`src/rtl/ilist_pkg.sv`:
```
// shared types, codes and constants of the indexed list block
package ilist_pkg;

   // default sizing of the list
   localparam int MAX_ENTRIES_DEF      = 4096;
   localparam int INITIAL_CAPACITY_DEF = 4;

   // field widths of the stream ports
   localparam int MODE_W     = 3;
   localparam int POS_W      = 12;
   localparam int VAL_W      = 32;
   localparam int STAT_W     = 2;
   localparam int CNT_OUT_W  = 13;
   localparam int REQ_DATA_W = 48;
   localparam int RSP_DATA_W = 64;

   // request operation codes
   typedef enum logic [MODE_W-1:0] {
      MODE_APPEND = 3'd0,
      MODE_INSERT = 3'd1,
      MODE_SET    = 3'd2,
      MODE_GET    = 3'd3,
      MODE_REMOVE = 3'd4
   } mode_type;

   // result status codes
   typedef enum logic [STAT_W-1:0] {
      ST_OK    = 2'd0,
      ST_RANGE = 2'd1,
      ST_FULL  = 2'd2,
      ST_EMPTY = 2'd3
   } status_type;

   // controller states
   typedef enum logic [2:0] {
      S_IDLE,
      S_CHECK,
      S_FETCH,
      S_SHIFT,
      S_DRAIN,
      S_PUT,
      S_RESULT
   } state_type;

   // commands from controller to datapath
   typedef struct packed {
      logic load_req;
      logic set_status;
      logic rd_ptr;
      logic take_data;
      logic wr_val;
      logic shift_init;
      logic shift_step;
      logic cnt_inc;
      logic cnt_dec;
      logic load_rsp;
   } cmd_type;

   // status from datapath to controller
   typedef struct packed {
      mode_type op;
      logic     ok;
      logic     at_end;
      logic     has_tail;
      logic     shift_last;
      logic     rsp_free;
   } stat_type;

endpackage

```
`src/rtl/ilist_ctrl.sv`:
```
// controller state machine of the indexed list block
module ilist_ctrl
   import ilist_pkg::*;
(
   input  logic     clock,
   input  logic     reset,
   input  logic     req_tvalid,
   output logic     req_tready,
   input  stat_type stat,
   output cmd_type  cmd
);

   state_type state_ff;
   state_type state_in;

   // state register
   always_ff @(posedge clock) begin
      if (reset) begin
         state_ff <= S_IDLE;
      end else begin
         state_ff <= state_in;
      end
   end

   // next state and commands
   always_comb begin
      state_in   = state_ff;
      cmd        = '0;
      req_tready = 1'b0;
      case (state_ff)
         S_IDLE: begin
            req_tready = 1'b1;
            if (req_tvalid) begin
               cmd.load_req = 1'b1;
               state_in     = S_CHECK;
            end
         end
         S_CHECK: begin
            cmd.set_status = 1'b1;
            if (!stat.ok) begin
               state_in = S_RESULT;
            end else begin
               case (stat.op)
                  MODE_APPEND: begin
                     cmd.wr_val  = 1'b1;
                     cmd.cnt_inc = 1'b1;
                     state_in    = S_RESULT;
                  end
                  MODE_INSERT: begin
                     if (stat.at_end) begin
                        cmd.wr_val  = 1'b1;
                        cmd.cnt_inc = 1'b1;
                        state_in    = S_RESULT;
                     end else begin
                        cmd.shift_init = 1'b1;
                        state_in       = S_SHIFT;
                     end
                  end
                  MODE_SET, MODE_GET, MODE_REMOVE: begin
                     state_in = S_FETCH;
                  end
                  default: begin
                     state_in = S_RESULT;
                  end
               endcase
            end
         end
         S_FETCH: begin
            cmd.take_data = 1'b1;
            case (stat.op)
               MODE_SET: begin
                  cmd.wr_val = 1'b1;
                  state_in   = S_RESULT;
               end
               MODE_REMOVE: begin
                  if (stat.has_tail) begin
                     cmd.shift_init = 1'b1;
                     state_in       = S_SHIFT;
                  end else begin
                     cmd.cnt_dec = 1'b1;
                     state_in    = S_RESULT;
                  end
               end
               default: begin
                  state_in = S_RESULT;
               end
            endcase
         end
         S_SHIFT: begin
            cmd.rd_ptr     = 1'b1;
            cmd.shift_step = 1'b1;
            if (stat.shift_last) begin
               state_in = S_DRAIN;
            end
         end
         S_DRAIN: begin
            // last moved word is written this cycle
            if (stat.op == MODE_INSERT) begin
               state_in = S_PUT;
            end else begin
               cmd.cnt_dec = 1'b1;
               state_in    = S_RESULT;
            end
         end
         S_PUT: begin
            cmd.wr_val  = 1'b1;
            cmd.cnt_inc = 1'b1;
            state_in    = S_RESULT;
         end
         S_RESULT: begin
            if (stat.rsp_free) begin
               cmd.load_rsp = 1'b1;
               state_in     = S_IDLE;
            end
         end
         default: begin
            state_in = S_IDLE;
         end
      endcase
   end

endmodule

```
`config.mk`:
```
export PLATFORM = sky130hd
export DESIGN_NAME = ilist_ctrl
export DESIGN_NICKNAME = d
export VERILOG_FILES = /design/src/rtl/ilist_pkg.sv /design/src/rtl/ilist_ctrl.sv
export SDC_FILE = /design/constraint.sdc
export NUM_CORES = 1
export LEC_CHECK = 0
export BUFFER_PORTS_ARGS = -buffer_cell sky130_fd_sc_hd__buf_2
export CORE_AREA = 4 4 41 43
export CTS_CLUSTER_SIZE = 16
export DETAILED_ROUTE_END_ITERATION = 6
export DIE_AREA = 0 0 45 47
export GPL_TIMING_DRIVEN = 0
export SKIP_LAST_GASP = 1
export SYNTH_ARGS = -nofsm -noshare
export SYNTH_HDL_FRONTEND = slang
export SYNTH_SLANG_ARGS = --single-unit
```
`constraint.sdc`:
```
create_clock -name clock -period 1.2 [get_ports clock]
set_input_delay 0.06 -clock clock [delete_from_list [all_inputs] [get_ports clock]]
set_output_delay 0.06 -clock clock [all_outputs]
set_load 0.1 [all_outputs]
```
# ---- After elaboration in Yosys (flattened, before gate mapping)
# Cells that the tools add are included.
dict set report word_totals {
  mem_bits_rw 0
  memories 0
  in_bits 11
  output_inout_bits 11
  latchBits 0
  ff_bits 3
  elab_cells 52
  mem_bits_ro 0
}
dict set report classes {
  bitwise_logic 0
  order_cmp 0
  eq_ne 13
  reduce_logical 4
  addsub 0
  shift 0
  mux 34
  n_mul 0
  n_div 0
}
# cell n
set ops {}
lappend ops {{$mux W3} 7}
lappend ops {{$pmux W3 S7} 1}
lappend ops {{$mux W1} 18}
lappend ops {{$eq A3 B2 Y1 const B} 4}
lappend ops {{$eq A3 B3 Y1 const B} 4}
lappend ops {{$pmux W1 S2} 4}
lappend ops {{$eq A3 B1 Y1 const B} 2}
lappend ops {{$logic_not A3 Y1} 2}
lappend ops {{$ne A2 B2 Y1 const B} 3}
lappend ops {{$pmux W3 S2} 1}
lappend ops {{$mux W2} 2}
lappend ops {{$pmux W1 S3} 1}
lappend ops {{$reduce_and A3 Y1} 1}
lappend ops {{$reduce_or A3 Y1} 1}

# ---- Logic depth before layout (Yosys ltp)
dict set report logic_depth {
  ltp_word 5
  ltp_mapped 5
}

# ---- Worst setup path after synthesis
# Ideal clock, no wire load.
dict set report synth_path {
  path_kind {register -> register}
  from {reg state_ff[1]}
  to {reg state_ff[0]}
  t_required_ps 1123
  path_slack_ps -2889
  period_less_slack_ps 4089
  stages_incl_launch_ff 6
  arrival_time_ps 4012
  n_path_buf 1
  path_cell_list {dfxtp_1 -> buf_2 -> nor3b_1 -> a32o_1 -> nor2_1 -> o21ai_1}
}
dict set report synth_via {
  elab_chain_cells 3
  word_cells_on_any_way 12
  classes_between {eq/ne: 9; mux: 1; reduce/logical: 2}
}
# element line
set synth_rtl {}
lappend synth_rtl {{start: declaration} ilist_ctrl.sv:13} ;# state_type state_ff;
lappend synth_rtl {{start signal: assignment} ilist_ctrl.sv:21} ;# state_ff <= state_in;
lappend synth_rtl {{$eq A3 B2 Y1, or another cell as far along} ilist_ctrl.sv:30} ;# case (state_ff)
lappend synth_rtl {{$ne A2 B2 Y1 (no line)} --}
lappend synth_rtl {{$reduce_and A3 Y1 (no line)} --}
# Parallel ways exist; a longest one is shown, timed or not.
# A chain may end at the register's enable or synchronous reset.

==> key figures <==
Run status
  • Status: complete, but fails checks
  • Failing checks: setup timing

GRT
  • Grt met2 use: 0.2373
  • Global route overflow: 0
  • Vias in the first global route: 532
  • GRT busiest layer: met2
  • Antenna violations before repair: 0
  • First-pass GRT wire length: ~2400 microns
  • Largest net degree at the start of global routing: 9
  • Met3 Usage GRT: 0.03831
  • Met1 GRT Util: 0.2055
  • Gr usage total: 0.1503

Drt
  • Drt pass-1 iters: 4
  • Iter 0 DRT Violations: 7
  • DRT antenna net count: 0
  • Drc violations: 0
  • Total Wirelength: approximately 1700 microns
  • Vias per inst: between 5 and 6
  • Vias: 582
  • WL/cell: 15.26 microns

Critical path
  • CP Max Fanout: 5
  • Crit end category: primary output
  • R2R cell count: 8
  • Reg-to-Reg End: state_ff[0]
  • Flop2flop setup slack: -0.20 ns
  • Critical Setup Path Class: reg2out
  • Worst path required time: 1.14 ns
  • Crit start category: register
  • Arrival time worst endpoint: 1.50 ns
  • R2R Path Start: state_ff[0]

Synth
  • Synth Instances: around 50
  • Commonest cells post-synth: nor2_1 (6), o21ai_0 (6), inv_1 (5), nor3_1 (5), nand2_1 (4)
  • Largest family of logic cells by synthesized area: simple AND/OR/NAND/NOR gates
  • Cell area after synthesis: about 350 sq um
  • Compound-Gate Fraction of Synth Area: 0.3262
  • Fraction of synthesized area in multiplexers: 0
  • Synthesized flop and latch total: 3
  • Syn avg cell area: 6.845 sq um
  • Synth top area cells: dfxtp_1 (17%), o21ai_0 (8.6%), nor3_1 (7.2%)
  • Post-synthesis cell type count: 26
  • Syn nets: just over 60
  • Dominant synthesized flop cell: dfxtp_1
  • Post-synth EDFFs: 0
  • Adder-Cell Fraction of Synth Area: 0
  • Share of the synthesized area in the top cell type: 0.1720
  • Post-Synth XOR/XNOR Area: 0
  • Register area share after synthesis: 0.1720
  • Post-Synth Simple-Gate Area: 0.3978
  • Synth area leader: dfxtp_1
  • Warnings from Yosys: 0
  • Post-synthesis async set-or-reset flop share: 0

Floorplanning
  • Height of the die: 47 microns
  • I/O pin count: 22
  • Die area: roughly 2100 sq um
  • Core Area: 1301 sq um
  • Die Width: 45 microns
  • Initial core utilization: 0.2683
  • Row count: 13

STA
  • Worst Tran Pin Value: 0.3417 ns
  • Worst relative slew slack: 0.7717
  • Max Freq: 640.1 MHz
  • Skew final: approximately 0.0027 ns
  • Pins Over Slew Limit: 0
  • Tmin final: about 1.6 ns
  • RSZ-0062 raised after global routing: true
  • Final hold violation count: 0
  • PnR worst setup slack: -0.3622 ns
  • Final setup viols: 13
  • Fin crit share: 1.302

Min path
  • Hold endpoint: state_ff[1]
  • Hold_sp: reset
  • Worst Hold Depth: 2
  • Hold Path Class: in2reg

Finish
  • Final Cell Area: 1008 sq um
  • Core Util, Final: 0.7750
  • Number of flip-flops under the largest register name: 3
  • Largest registers: state_ff x3
  • Largest Register: state_ff
  • Nets: 106
  • Synthesis-to-finish area growth: 188.9%
  • Antenna cells: 0
  • Layout cells sized above 1: 0.7340

Place
  • GP Congestion: 0.7572
  • Dpl cell area: 596.8 sq um
  • Port Buf Inserts: 21
  • DP HPWL: between 800 and 900 microns

CTS
  • Maximum clock path buffer count: 2
  • Clk sink count: 3
  • H-tree lvl count: 1
  • CTS Buf Count: 3
  • CTS clk-pin slew, worst paths: 0.04 ns
  • CTS tree: built
  • Root Buffer: clkbuf_4
  • Clk_lat worst skew: 0.23 ns

Flow run
  • Maxcap violations: 0
==> worst max-delay path by stage <==
| stage | from | end | slack (ns) | cells past startpoint |
|---|---|---|---|---|
| after CTS | state_ff[0] | cmd[1] | -0.35 | 6 |
| final | state_ff[0] | cmd[1] | -0.36 | 6 |
| after global placement | state_ff[1] | cmd[1] | -0.44 | 6 |
| after global routing | state_ff[0] | cmd[1] | -0.41 | 6 |
| after detailed placement | state_ff[1] | cmd[1] | -0.48 | 6 |
| after floorplan | state_ff[1] | cmd[1] | -0.97 | 5 |
==> per-layer routing <==
metal	up-vias	share of wire
li1	273	-
met1	280	0.42
met2	25	0.51
met3	4	0.048
met4	0	0.019
met5	-	0
==> layout by cell type (no fill, tap or decap), types with 3 or more instances in the layout <==
master,instances
buf_12,11
buf_2,10
buf_4,8
buf_6,11
clkbuf_4,3
nor2_1,5
nor3_4,3
o21ai_0,3
o21ai_1,4
==> worst max-delay path, cell delays in order (launching register included) <==
cell	delay (ns)
dfxtp_2	0.32
buf_6	0.13
nor3b_4	0.22
nor4b_2	0.22
o21ai_1	0.14
nand2_4	0.08
buf_12	0.17
==> logic make-up (layout without fill, tap and decap cells) <==
family / after synthesis / count (layout)
compound gates: 16 / 16
flops: 3 / 3
simple gates: 24 / 24
buf+inv: 8 / 51
==> layout make-up <==
cell class / instances / area, sq um
repair buffers: 40 / 452.9
multi-input cells: 40 / 387.9
fillers: 82 / 292.8
flip-flops and latches: 3 / 68.82
plain buffers: 2 / 31.28
clock buffers: 4 / 26.28
inverters: 5 / 22.52
well taps: 15 / 18.77
==> per-stage QoR <==
step / worst slack, ns / TNS [ns] / instances / hold slack [ns]
after floorplan: -0.9659 / -6.704 / 51 / 0.1318
after global placement: -0.4441 / -1.788 / 87 / 0.2847
after detailed placement: -0.4782 / -1.807 / 87 / 0.2826
after CTS: -0.3489 / -2.521 / 103 / 0.04128
after global routing: -0.4053 / -3.449 / 109 / 0.06577
final: -0.3622 / -2.798 / 109 / 0.07020
==> timing repair <==
| item | in CTS | in global routing |
|---|---|---|
| pin swaps | 10 | 8 |
| buffers inserted | 13 | 8 |
| hold buffers | 0 | 0 |
| gates resized for setup | 48 | 21 |
| hold endpoints to repair | 0 | 0 |
| setup endpoints to repair | 13 | 14 |
Power is left out: the tool's default activity adds up to more than one toggle a clock period on the data nets, which glitch-free logic cannot reach.
